==> config.mk <==
export PLATFORM = sky130hd
export DESIGN_NAME = msp_useq
export DESIGN_NICKNAME = d
export VERILOG_FILES = /design/src/hw/rtl/msp_pkg.sv /design/src/hw/rtl/msp_useq.sv
export SDC_FILE = /design/constraint.sdc
export NUM_CORES = 1
export LEC_CHECK = 0
export BUFFER_PORTS_ARGS = -buffer_cell sky130_fd_sc_hd__buf_2
export CORE_MARGIN = 10
export CORE_UTILIZATION = 40
export CTS_CLUSTER_SIZE = 12
export DETAILED_ROUTE_END_ITERATION = 8
export PLACE_DENSITY = 0.73
export SLEW_MARGIN = 20
export SYNTH_ARGS = -nofsm -noshare
export SYNTH_HDL_FRONTEND = slang
export SYNTH_SLANG_ARGS = --single-unit
export TNS_END_PERCENT = 50
==> constraint.sdc <==
create_clock -name i_clk -period 4.7 [get_ports i_clk]
set_clock_uncertainty 0.05 [all_clocks]
set_input_delay 0 -clock i_clk [delete_from_list [all_inputs] [get_ports i_clk]]
set_output_delay 0 -clock i_clk [all_outputs]
set_load 0.1 [all_outputs]
==> src/hw/rtl/msp_pkg.sv <==
package msp_pkg;

    // fixed field widths
    localparam int CFG_W     = 7;
    localparam int OUT_IDX_W = 6;
    localparam int UPC_W     = 4;

    typedef logic [UPC_W-1:0] t_upc;

    // program addresses
    localparam t_upc UPC_LOAD    = 4'd0;
    localparam t_upc UPC_RFETCH  = 4'd1;
    localparam t_upc UPC_RFIRST  = 4'd2;
    localparam t_upc UPC_RSCAN   = 4'd3;
    localparam t_upc UPC_KFETCH  = 4'd4;
    localparam t_upc UPC_KSCAN   = 4'd5;
    localparam t_upc UPC_CHECK   = 4'd6;
    localparam t_upc UPC_NEXTROW = 4'd7;
    localparam t_upc UPC_EMIT    = 4'd8;

    typedef enum logic [2:0] {
        COND_NONE,
        COND_ALWAYS,
        COND_LOAD_DONE,
        COND_ROW_DONE,
        COND_COL_END,
        COND_SADDLE,
        COND_MORE_ROWS,
        COND_OUT_FREE
    } t_cond;

    typedef enum logic [3:0] {
        ACT_NONE,
        ACT_LOAD,
        ACT_ROW_FETCH,
        ACT_ROW_FIRST,
        ACT_ROW_CMP,
        ACT_COL_FETCH,
        ACT_COL_CMP,
        ACT_NEXT_ROW,
        ACT_EMIT
    } t_act;

    typedef enum logic {
        SEL_ROW,
        SEL_COL
    } t_rd_sel;

    typedef struct packed {
        t_act    act;
        t_rd_sel rd_sel;
        t_cond   cond;
        logic    hold;
        t_upc    jump;
    } t_uword;

    typedef struct packed {
        logic load_done;
        logic row_done;
        logic col_end;
        logic saddle;
        logic more_rows;
        logic out_free;
    } t_stat;

    // control store
    function automatic t_uword ucode(t_upc upc);
        t_uword w;
        case (upc)
            UPC_LOAD:    w = '{ACT_LOAD,      SEL_ROW, COND_LOAD_DONE, 1'b1, UPC_RFETCH};
            UPC_RFETCH:  w = '{ACT_ROW_FETCH, SEL_ROW, COND_NONE,      1'b0, UPC_LOAD};
            UPC_RFIRST:  w = '{ACT_ROW_FIRST, SEL_ROW, COND_ROW_DONE,  1'b0, UPC_KFETCH};
            UPC_RSCAN:   w = '{ACT_ROW_CMP,   SEL_ROW, COND_ROW_DONE,  1'b1, UPC_KFETCH};
            UPC_KFETCH:  w = '{ACT_COL_FETCH, SEL_COL, COND_NONE,      1'b0, UPC_LOAD};
            UPC_KSCAN:   w = '{ACT_COL_CMP,   SEL_COL, COND_COL_END,   1'b1, UPC_CHECK};
            UPC_CHECK:   w = '{ACT_NONE,      SEL_ROW, COND_SADDLE,    1'b0, UPC_EMIT};
            UPC_NEXTROW: w = '{ACT_NEXT_ROW,  SEL_ROW, COND_MORE_ROWS, 1'b0, UPC_RFETCH};
            UPC_EMIT:    w = '{ACT_EMIT,      SEL_ROW, COND_OUT_FREE,  1'b1, UPC_LOAD};
            default:     w = '{ACT_NONE,      SEL_ROW, COND_ALWAYS,    1'b0, UPC_LOAD};
        endcase
        return w;
    endfunction

endpackage

==> src/hw/rtl/msp_useq.sv <==
module msp_useq import msp_pkg::*; (
    input  logic   i_clk,
    input  logic   i_rst_n,
    input  t_stat  i_stat,
    output t_uword o_ctrl
);

    t_upc   r_upc;
    t_upc   n_upc;
    t_uword uw;
    logic   cond_true;

    assign uw = ucode(r_upc);

    always_comb begin
        case (uw.cond)
            COND_NONE:      cond_true = 1'b0;
            COND_ALWAYS:    cond_true = 1'b1;
            COND_LOAD_DONE: cond_true = i_stat.load_done;
            COND_ROW_DONE:  cond_true = i_stat.row_done;
            COND_COL_END:   cond_true = i_stat.col_end;
            COND_SADDLE:    cond_true = i_stat.saddle;
            COND_MORE_ROWS: cond_true = i_stat.more_rows;
            COND_OUT_FREE:  cond_true = i_stat.out_free;
            default:        cond_true = 1'b0;
        endcase
    end

    always_comb begin
        if (cond_true) begin
            n_upc = uw.jump;
        end else if (uw.hold) begin
            n_upc = r_upc;
        end else begin
            n_upc = r_upc + t_upc'(1);
        end
    end

    always_ff @(posedge i_clk) begin
        if (!i_rst_n) begin
            r_upc <= UPC_LOAD;
        end else begin
            r_upc <= n_upc;
        end
    end

    assign o_ctrl = uw;

endmodule

**Yosys cells after proc, flatten, opt, wreduce, memory -nomap -nowiden**

Memories as Yosys holds them, arrays and structs flattened. A register that Yosys moved wholly into a read port is not among the register bits.
Index checks and enable logic that the tools add are counted.
Widths: inputs -> output; s select.

- Add/subtract/negate cells: 1
- Multipliers: 0
- Div/mod/pow operators: 0
- Magnitude comparators: 0
- Eq/ne operators: 8
- Shift-type cells: 0
- Muxes and demuxes: 5
- Bitwise gates (word level): 0
- Reductions and logical operators: 1

Operators with widths:

| cell | number |
|---|---|
| $mux 4 | 4 |
| $eq 3x3->1 const B | 4 |
| $pmux 1 s8 | 1 |
| $eq 3x2->1 const B | 2 |
| $add 4x1->4 const B | 1 |
| $eq 3x1->1 const B | 1 |
| $logic_not 3->1 | 1 |
| $ne 2x1->1 const B | 1 |

- Flip-flop bits (word level): 4
- Latch bits: 0
- RAM bits: 0
- Bits in read-only memories: 208
- Input port bits: 8
- Logic and storage cells: 17
- Memories kept: 1

Memory list:

| name | depth | bits a word | rd ports | clocked after Yosys merged registers in | wr ports | line | text |
|---|---|---|---|---|---|---|---|
| (no name shown) | 16 | 13 | 1 | 1 | 0 | msp_pkg.sv:69 | `case (upc)` |

**Logic depth before layout (Yosys ltp)**

Gate-level depths: netlist of the first run.

- Depth after elaboration: 5
- Mapped depth: 12
- Gate-level depth less buffers: 12

**Worst setup path after synthesis of the first run**

Ideal clock, no wire load.

- Path type: register to register
- Start point: reg o_ctrl[5] (netlist name)
- End point: reg o_ctrl[7] (netlist name)
- Setup time: 0.116 ns
- Arrival: 3.462 ns
- Data required time: 4.534 ns
- Slack: 1.072 ns
- Stages on the path, launching flop included: 13
- Path buffers: 0
- Cell sequence: dfxtp_1 -> mux2i_1 -> mux2i_1 -> a211oi_4 -> mux2i_1 -> nor2b_1 -> inv_1 -> ha_1 -> nand2_1 -> nor2_1 -> mux2_2 -> and2_1 -> a31o_2

- Word-level cells in the longest chain between the ends: 5
- Elaborated cells between the ends (all ways): 13
- Those cells by class: eq/ne: 8; mux: 4; reduce/logical: 1

Ends and longest elaborated chain:

| item | line | text |
|---|---|---|
| $eq 3x3->1 (tied with other cells) | msp_useq.sv:16 | `case (uw.cond)` |
| $pmux 1 s8 * | msp_useq.sv:16 |  |
| $ne 2x1->1 (no source line) / $mux 4 (equally long branches) | -- |  |
| $mux 4 (no source line) * (2 in series) | -- |  |

Mark *: on every way between the ends. The rest lies on a longest branch, timed or not.
A chain may end at the register's enable or synchronous reset.

**Worst setup path in the final report of the first run**

- Start point: reg o_ctrl[5] (netlist name)
- End point: reg o_ctrl[7] (netlist name)

- Word-level cells in the longest chain between the ends: 5
- Elaborated cells between the ends (all ways): 13
- Those cells by class: eq/ne: 8; mux: 4; reduce/logical: 1

Ends and longest elaborated chain:

| item | line |
|---|---|
| $eq 3x3->1 (tied with other cells) | msp_useq.sv:16 |
| $pmux 1 s8 * | msp_useq.sv:16 |
| $ne 2x1->1 (no source line) / $mux 4 (equally long branches) | -- |
| $mux 4 (no source line) * (2 in series) | -- |

Marked as above.

==> results.tsv, run 1 <==
stage	metric	value	unit
cts	Bufs on Longest Clock Path	2	
final_layout	FILL cells	222	
placement	Post-DP HPWL	1720	um
logic_synthesis	top_reg_cell synth	dfxtp_1	
critical_path	crit-path max FO	16	
floorplan	die footprint	4730	um2
final_layout	Total Nets Final	141	
cts	clock-pin slew on the worst setup and hold paths	0.10	ns
cts	clock sink count	17	
logic_synthesis	number of synthesized flops with an enable pin	0	
cts	Root Buffer Master	clkbuf_4	
placement	gpl congestion	0.809	
floorplan	Vert. Die Dim	68.8	um
min_path	worst hold start	i_stat[4]	
outcome	status	finished, final reports clean	
sta	RSZ-0062 raised after global routing	no	
sta	final setup fails	0	
logic_synthesis	top cell type by total area after synthesis	dfxtp_1	
drt	Routed Antenna Nets	0	
cts	CTS tree	yes	
drt	WL/cell	14.1	um
drt	via count	837	
final_layout	antenna cells	0	
critical_path	worst r2r path cells	11	
min_path	worst min-delay path category	input port to flop	
critical_path	Req. time, crit path	4.85	ns
logic_synthesis	register area share after synthesis	35.8	%
floorplan	Chip Width	68.8	um
global_routing	first-pass GRT wire length	3640	um
global_routing	largest net degree at the start of global routing	17	
floorplan	Initial Utilization	42.6	%
critical_path	CP endpoint kind	flop	
drt	DR DRC count	0	
pwr	maximum vdd drop	0.598	mV
global_routing	vias in the first global route	832	
floorplan	row count	17	
floorplan	io pins	21	
cts	clk_lat worst skew	0.30	ns
critical_path	Max stage delay on crit path	0.68	ns
drt	First DRT Iteration DRCs	19	
logic_synthesis	Yosys top cell area share	35.8	%
cts	TritonCTS Buffers	3	
placement	Port Buffers	20	
logic_synthesis	Gate Count Post-Synth	104	
logic_synthesis	Post-synth ARST share	0	%
cts	Setup Fix Bufs, Post-CTS	0	
critical_path	CP Buf/Inv Count	1	
placement	Place WS	1.34	ns
final_layout	Area Growth Syn to Fin	17.1	%
critical_path	CP most frequent cell	mux2i_1	
floorplan	area of the core	2230	um2
critical_path	critical path's top delay family	compound AO/OA/AOI/OAI gates	
drt	Final Routed Wirelength	2180	um
sta	Period Utilization, post-route	73.0	%
min_path	hold depth	5	
critical_path	CP Launch Type	flop	
sta	Fin. Hold Viols	0	
pwr	power density over the cells	668	nW/um2
critical_path	flop2flop setup slack	1.27	ns
critical_path	CP arrival	3.58	ns
final_layout	layout cell share with drive strength beyond 1	23.6	%
sta	TNS Setup	0	ns
logic_synthesis	Post-Syn Area	951	um2
sta	Slew headroom	50.4	%
drt	via/cell ratio	5.40	
sta	setup ws final	1.27	ns
logic_synthesis	Cell variety after synth	39	
global_routing	GR Overflow Total	0	
critical_path	worst-path cell chain	mux2i_1 > mux2i_1 > a211oi_4 > mux2i_1 > nor2b_1 > inv_1 > ha_1 > nor3b_1 > mux2_2 > and2_1 > a31o_2	
pwr	Leakage	0.502	nW
critical_path	worst r2r src	o_ctrl[5]	
logic_synthesis	synthesized flop and latch total	17	
sta	count of final max-slew check failures	0	
job	max_cap viols	0	
final_layout	FF/Latch Area	340	um2
final_layout	Multi-input gate area	594	um2
sta	Final min period	3.43	ns
min_path	Min-Delay Endpoint	o_ctrl[6]	
critical_path	WS Path Type	flop to flop	
cts	htree depth	1	
global_routing	initial antenna violation count	0	
sta	achievable frequency	292	MHz
sta	Tightest Pin Transition	0.741	ns
global_routing	Tot GR Track Use	9.91	%
logic_synthesis	Yosys warning count	0	
drt	first drt pass iteration count	4	
logic_synthesis	Synth area leaders	dfxtp_1 (36%), mux2i_1 (7.4%), ha_1 (6.6%)	
logic_synthesis	Avg Cell Area, Syn	9.14	um2
logic_synthesis	Net Count, Synth	117	
critical_path	reg2reg end	o_ctrl[7]	
critical_path	critical path's slowest cell	a211oi_4	
[synth_stat cells, types with 2 or more instances]
library cell and number:
mux2_2 2, dfxtp_1 17, o21ai_0 4, nand2_1 13, nor3_1 3, ha_1 5
inv_1 2, o31ai_1 2, mux2i_1 7, a211oi_1 2, xnor2_1 2, nor2_1 8
nor2b_1 6, nor3b_1 3, nand2b_1 4
[metrics by stage]
stage | area, um2 | std cells | power (mW) | hold slack [ns] | utilization, %
2_1_floorplan | 951 | 104 | 0.594 | 0.0950 | -
3_3_place_gp | 1080 | 150 | 0.662 | 0.268 | 48.2
3_5_place_dp | 1080 | 150 | 0.666 | 0.258 | 48.2
4_1_cts | 1110 | 155 | 0.749 | 0.329 | 49.9
5_1_grt | 1110 | 155 | 0.790 | 0.381 | 49.9
6_report | 1110 | 155 | 0.744 | 0.325 | 49.9
[state kept, by name, indices dropped and copies added (netlist names)]
signal,count
o_ctrl,13
r_upc,4
[cell families after synthesis]
group,Yosys count,share of synthesized area (%)
AO/OA/AOI/OAI,18,14.9
XOR/XNOR,3,2.76
adder cells (fa/ha/maj),5,6.58
buffers and inverters,4,1.71
flip-flops,17,35.8
multiplexers,10,11.2
AND/OR/NAND/NOR,47,27.1
[final cells by class]
class / count / area share (%)
Inverter: 2 / 0.674
Tap cell: 28 / 3.15
Multi-Input combinational cell: 83 / 53.4
Clock buffer: 4 / 2.36
Sequential cell: 17 / 30.6
Timing Repair Buffer: 21 / 9.89
[timing repair]
item	CTS	global route
gates resized for setup	0	0
hold buffers	1	0
hold endpoints to repair	1	0
[worst reg2reg max path, stage by stage, from the launching register on]
cell and delay (ns):
dfxtp_1 0.43, mux2i_1 0.20, mux2i_1 0.13, a211oi_4 0.68, mux2i_1 0.21, nor2b_1 0.38
inv_1 0.13, ha_1 0.30, nor3b_1 0.17, mux2_2 0.29, and2_1 0.17, a31o_2 0.21
[where the power goes]
group          switching, mW  internal [mW]
logic                  0.330          0.120
clock network         0.0476         0.0331
registers             0.0331          0.180
[placed cells by master, fill, tap and decap left out, types with 2 or more instances in the layout]
cell / n
a211oi_1: 2
buf_2: 20
clkbuf_4: 3
dfxtp_1: 17
ha_1: 5
inv_1: 2
mux2_2: 2
mux2i_1: 7
nand2_1: 13
nand2b_1: 4
nor2_1: 8
nor2b_1: 6
nor3_1: 3
nor3b_1: 3
o21ai_0: 4
o31ai_1: 2
xnor2_1: 2
[worst max-delay path by stage]
stage	endpoint	depth (start not counted)	startpoint	slack, ns
final	o_ctrl[7]	11	o_ctrl[5]	1.27
after CTS	o_ctrl[7]	11	o_ctrl[5]	1.30
after global routing	o_ctrl[4]	11	o_ctrl[5]	0.98
after detailed placement	o_ctrl[7]	11	o_ctrl[5]	1.34
after global placement	o_ctrl[7]	11	o_ctrl[5]	1.47
after floorplan	o_ctrl[7]	12	o_ctrl[5]	1.07
[layer usage]
| layer | global-route usage [%] | vias up | wire, um |
|---|---|---|---|
| li1 | - | 417 | - |
| met1 | 11.5 | 389 | 952 |
| met2 | 15.8 | 26 | 1060 |
| met3 | 3.70 | 5 | 135 |
| met4 | 4.68 | 0 | 30 |
| met5 | 0 | - | 0 |
No activity file was read; power rests on OpenSTA's default activity.
==> inputs of run 2 (changes only) <==
--- a/config.mk
+++ b/config.mk
@@ -10,7 +10,7 @@
 export CORE_UTILIZATION = 40
 export CTS_CLUSTER_SIZE = 12
 export DETAILED_ROUTE_END_ITERATION = 8
-export PLACE_DENSITY = 0.73
+export PLACE_DENSITY = 0.75
 export SLEW_MARGIN = 20
 export SYNTH_ARGS = -nofsm -noshare
 export SYNTH_HDL_FRONTEND = slang
==> constraint.sdc (replaced) <==
create_clock -name i_clk -period 2.8 [get_ports i_clk]
set_clock_uncertainty 0.05 [all_clocks]
set_input_delay 0 -clock i_clk [delete_from_list [all_inputs] [get_ports i_clk]]
set_output_delay 0 -clock i_clk [all_outputs]
set_load 0.1 [all_outputs]
==> results.tsv, run 2 (same netlist as run 1, synthesis figures left out) <==
stage	metric	value	unit	change
final_layout	FILL cells	207		-6.8%
floorplan	area of the core	2230	um2	unchanged
drt	Routed Antenna Nets	0		unchanged
sta	Fin. Hold Viols	0		unchanged
global_routing	largest net degree at the start of global routing	17		unchanged
final_layout	FF/Latch Area	352	um2	+3.3%
sta	achievable frequency	376	MHz	+29%
pwr	power density over the cells	1140	nW/um2	+70%
floorplan	io pins	21		unchanged
final_layout	Multi-input gate area	616	um2	+3.6%
floorplan	die footprint	4730	um2	unchanged
sta	Tightest Pin Transition	0.522	ns	-0.219 ns
global_routing	initial antenna violation count	0		unchanged
cts	clk_lat worst skew	0.30	ns	about the same
critical_path	CP endpoint kind	flop		
floorplan	Vert. Die Dim	68.8	um	unchanged
placement	Post-DP HPWL	2040	um	+19%
global_routing	vias in the first global route	901		+8.3%
final_layout	most common cell after layout, fill and taps aside	buf_2		
cts	clock sink count	17		unchanged
critical_path	CP arrival	2.81	ns	-0.77 ns
floorplan	Initial Utilization	42.6	%	unchanged
drt	via count	865		+3.3%
global_routing	Tot GR Track Use	11.5	%	+1.6 points
final_layout	most frequent cells in the layout	buf_2 (20), dfxtp_1 (14), nand2_1 (13), nor2_1 (8), mux2i_1 (6)		
floorplan	Chip Width	68.8	um	unchanged
sta	count of final max-slew check failures	0		unchanged
placement	Place WS	0.134	ns	-1.20 ns
job	max_cap viols	0		unchanged
critical_path	Req. time, crit path	2.95	ns	-1.90 ns
critical_path	WS Path Type	flop to flop		
final_layout	max reg flops	13		unchanged
cts	clock-pin slew on the worst setup and hold paths	0.09	ns	about the same
placement	gpl congestion	0.878		+8.5%
drt	First DRT Iteration DRCs	21		+2
drt	WL/cell	16.1	um	+14%
cts	TritonCTS Buffers	3		unchanged
drt	via/cell ratio	5.41		+0.12%
pwr	total power	1.34	mW	+81%
sta	Final min period	2.66	ns	-0.769 ns
final_layout	Area Growth Syn to Fin	24.5	%	
sta	setup ws final	0.140	ns	-1.13 ns
cts	Setup Fix Bufs, Post-CTS	0		unchanged
cts	CTS tree	yes		
final_layout	layout cell share with drive strength beyond 1	32.6	%	+9.0 points
drt	Final Routed Wirelength	2570	um	+18%
critical_path	CP Launch Type	flop		
outcome	status	finished, final reports clean		
sta	final setup fails	0		unchanged
final_layout	Layout Utilization	53.0	%	+3.1 points
final_layout	Total Nets Final	146		+3.5%
placement	Port Buffers	20		unchanged
sta	Slew headroom	64.5	%	+14 points
global_routing	first-pass GRT wire length	4190	um	+15%
cts	Root Buffer Master	clkbuf_4		
pwr	Leakage	0.528	nW	+5.3%
pwr	maximum vdd drop	0.785	mV	+31%
critical_path	crit-path max FO	7		-9
cts	htree depth	1		unchanged
sta	RSZ-0062 raised after global routing	no		
cts	Bufs on Longest Clock Path	2		unchanged
min_path	worst min-delay path category	input port to flop		
floorplan	row count	17		unchanged
global_routing	GR Overflow Total	0		unchanged
drt	DR DRC count	0		unchanged
sta	Period Utilization, post-route	95.0	%	+22 points
drt	first drt pass iteration count	4		unchanged
critical_path	flop2flop setup slack	0.14	ns	-1.13 ns
final_layout	antenna cells	0		unchanged
-- run 2: cell types whose count changed in the layout (fill, tap and decap cells not counted), sizes merged --
| cell | previous run | this run |
|---|---|---|
| buf | 20 | 25 |
-- run 2: final timing paths --
path / startpoint / end / depth (start not counted)
worst max-delay path: o_ctrl[5] / o_ctrl[7] / 11
worst max register to register: o_ctrl[5] / o_ctrl[7] / 11
worst min register to register: o_ctrl[1] / o_ctrl[2] / 3
worst min-delay path: i_stat[4] / r_upc[1] / 5
-- run 2: per-stage QoR --
step / area [um2] / TNS (ns) / std cells / hold WS [ns]
2_1_floorplan: 977 / -0.152 / 104 / 0.0950
3_3_place_gp: 1140 / 0 / 155 / 0.271
3_5_place_dp: 1140 / 0 / 155 / 0.285
4_1_cts: 1180 / 0 / 160 / 0.307
5_1_grt: 1180 / 0 / 160 / 0.347
6_report: 1180 / 0 / 160 / 0.327
-- run 2: area by class of cell --
| type | count | area share (%) |
|---|---|---|
| clock buffers | 4 | 2.22 |
| multi-input cells | 83 | 52.0 |
| repair buffers | 26 | 12.5 |
| inverters | 2 | 0.634 |
| flip-flops and latches | 17 | 29.7 |
| well taps | 28 | 2.96 |
-- run 2: routing by layer --
| layer | up-vias | global-route usage, % | wire length (um) |
|---|---|---|---|
| li1 | 425 | - | - |
| met1 | 407 | 11.8 | 1010 |
| met2 | 24 | 20.9 | 1350 |
| met3 | 9 | 2.90 | 122 |
| met4 | 0 | 6.65 | 82 |
| met5 | - | 0 | 0 |
-- run 2: power by group --
group          switching (mW)  internal (mW)  total [mW]
registers              0.0629          0.307       0.370
clock network          0.0789         0.0557       0.135
logic                   0.582          0.258       0.840
total                   0.724          0.621        1.34
-- run 2: repair_timing --
action | 4_1_cts | 5_1_grt
resized for setup | 0 | 2
hold buffers | 1 | 0
endpoints found under the hold margin | 1 | 0
setup endpoints to repair | 0 | 2
-- run 2: critical path, stage by stage (launching register included) --
cell and delay (ns):
dfxtp_4 0.39, mux2i_1 0.19, mux2i_1 0.13, a211oi_4 0.36
mux2i_1 0.20, nor2b_2 0.17, inv_2 0.07, ha_4 0.18
nor3b_1 0.14, mux2_2 0.29, and2_1 0.18, a31o_2 0.21
==> inputs of run 3 (changes only) <==
--- a/config.mk
+++ b/config.mk
@@ -11,6 +11,7 @@
 export CTS_CLUSTER_SIZE = 12
 export DETAILED_ROUTE_END_ITERATION = 8
 export PLACE_DENSITY = 0.75
+export SETUP_SLACK_MARGIN = 0.4
 export SLEW_MARGIN = 20
 export SYNTH_ARGS = -nofsm -noshare
 export SYNTH_HDL_FRONTEND = slang
==> results.tsv, run 3 (same netlist as run 1, synthesis figures left out) <==
stage	metric	value	unit	change
floorplan	row count	17		unchanged
cts	clk_lat worst skew	0.30	ns	about the same
floorplan	Initial Utilization	42.6	%	unchanged
cts	clock-pin slew on the worst setup and hold paths	0.10	ns	about the same
final_layout	Area Growth Syn to Fin	43.7	%	
global_routing	initial antenna violation count	0		unchanged
job	max_cap viols	0		unchanged
global_routing	GR Overflow Total	0		unchanged
sta	Tightest Pin Transition	0.563	ns	+0.0410 ns
placement	Post-DP HPWL	2040	um	-0.11%
drt	DR DRC count	0		unchanged
floorplan	Chip Width	68.8	um	unchanged
global_routing	Tot GR Track Use	12.9	%	+1.4 points
final_layout	antenna cells	0		unchanged
drt	via/cell ratio	5.72		+5.8%
drt	Routed Antenna Nets	0		unchanged
drt	First DRT Iteration DRCs	49		+130%
placement	dpl cell area	1140	um2	unchanged
sta	Slew headroom	62.2	%	-2.3 points
final_layout	most common cell after layout, fill and taps aside	buf_2		
sta	achievable frequency	390	MHz	+3.6%
critical_path	CP endpoint kind	flop		
cts	Bufs on Longest Clock Path	2		unchanged
critical_path	CP arrival	2.72	ns	-0.09 ns
sta	count of final max-slew check failures	0		unchanged
final_layout	final cell count without fillers	172		+7.5%
sta	setup ws final	0.233	ns	+0.0935 ns
drt	WL/cell	17.6	um	+9.9%
pwr	total power	1.55	mW	+15%
min_path	worst min-delay path category	input port to flop		
placement	gpl congestion	0.857		-2.3%
floorplan	area of the core	2230	um2	unchanged
global_routing	vias in the first global route	998		+11%
pwr	power density over the cells	1130	nW/um2	-0.31%
final_layout	Total Nets Final	158		+8.2%
cts	clock sink count	17		unchanged
critical_path	CP Launch Type	flop		
placement	post-placement cell count	155		unchanged
cts	htree depth	1		unchanged
final_layout	most frequent cells in the layout	buf_2 (20), dfxtp_1 (14), buf_4 (14), nand2_1 (12), nor2_1 (8)		
final_layout	Layout Utilization	61.2	%	+8.2 points
pwr	maximum vdd drop	0.849	mV	+8.2%
sta	final setup fails	0		unchanged
placement	Place WS	0.142	ns	+0.00819 ns
cts	Root Buffer Master	clkbuf_4		
cts	TritonCTS Buffers	3		unchanged
sta	Period Utilization, post-route	91.7	%	-3.3 points
floorplan	io pins	21		unchanged
sta	Fin. Hold Viols	0		unchanged
final_layout	final instance area	1370	um2	+15%
global_routing	largest net degree at the start of global routing	17		unchanged
floorplan	Vert. Die Dim	68.8	um	unchanged
final_layout	FF/Latch Area	352	um2	unchanged
sta	Final min period	2.57	ns	-0.0935 ns
critical_path	crit-path max FO	6		-1
global_routing	first-pass GRT wire length	4670	um	+12%
sta	RSZ-0062 raised after global routing	yes		
sta	Min Hold Slack	0.489	ns	+0.162 ns
sta	TNS Setup	0	ns	unchanged
critical_path	WS Path Type	flop to flop		
drt	first drt pass iteration count	4		unchanged
floorplan	die footprint	4730	um2	unchanged
outcome	status	finished, final reports clean		
final_layout	FILL cells	191		-7.7%
drt	via count	984		+14%
final_layout	Multi-input gate area	699	um2	+14%
final_layout	max reg flops	13		unchanged
cts	CTS tree	yes		
pwr	Leakage	0.593	nW	+12%
drt	Final Routed Wirelength	3040	um	+18%
final_layout	layout cell share with drive strength beyond 1	45.1	%	+13 points
critical_path	Req. time, crit path	2.96	ns	about the same
placement	Port Buffers	20		unchanged
-- run 3: cell count changes in the layout (fill, tap and decap cells not counted), sizes merged --
| cell | change |
|---|---|
| buf | +11 |
| mux2i | +1 |
-- run 3: worst paths after layout --
path	start	endpoint	slack (ns)	cells after the start
max	o_ctrl[5]	o_ctrl[7]	0.23	12
min reg2reg	o_ctrl[1]	o_ctrl[2]	0.69	3
min	i_stat[4]	r_upc[1]	0.49	7
max reg2reg	o_ctrl[5]	o_ctrl[7]	0.23	12
-- run 3: layout make-up --
class,instances,area share (%)
Clock buffer,4,1.92
Inverter,2,0.549
Multi-Input combinational cell,84,51.2
Sequential cell,17,25.7
Tap cell,28,2.56
Timing Repair Buffer,37,18.0
-- run 3: critical path: stages (launching register included) --
cell,delay [ns]
dfxtp_4,0.39
mux2i_1,0.19
mux2i_1,0.13
a211oi_4,0.29
buf_6,0.16
mux2i_4,0.07
nor2b_2,0.15
inv_2,0.07
ha_4,0.17
nor3b_2,0.15
mux2_4,0.29
and2_4,0.17
a31o_4,0.19
-- run 3: timing repair --
action,in CTS,in global routing
pin swaps,2,3
resized for setup,4,17
hold endpoints to repair,1,0
hold buffers,1,0
setup endpoints to repair,4,13
setup buffers,5,6
gates cloned,0,1
-- run 3: where the power goes --
part | total (mW) | internal [mW] | switching (mW)
clock | 0.135 | 0.0556 | 0.0796
combinational | 1.04 | 0.388 | 0.653
sequential | 0.371 | 0.307 | 0.0643
-- run 3: metal layers --
metal,global-route usage [%],vias up,wire [um]
met5,0,-,0
met4,8.13,0,129
met3,3.38,15,167
met2,22.6,38,1630
met1,13.6,481,1110
li1,-,450,-
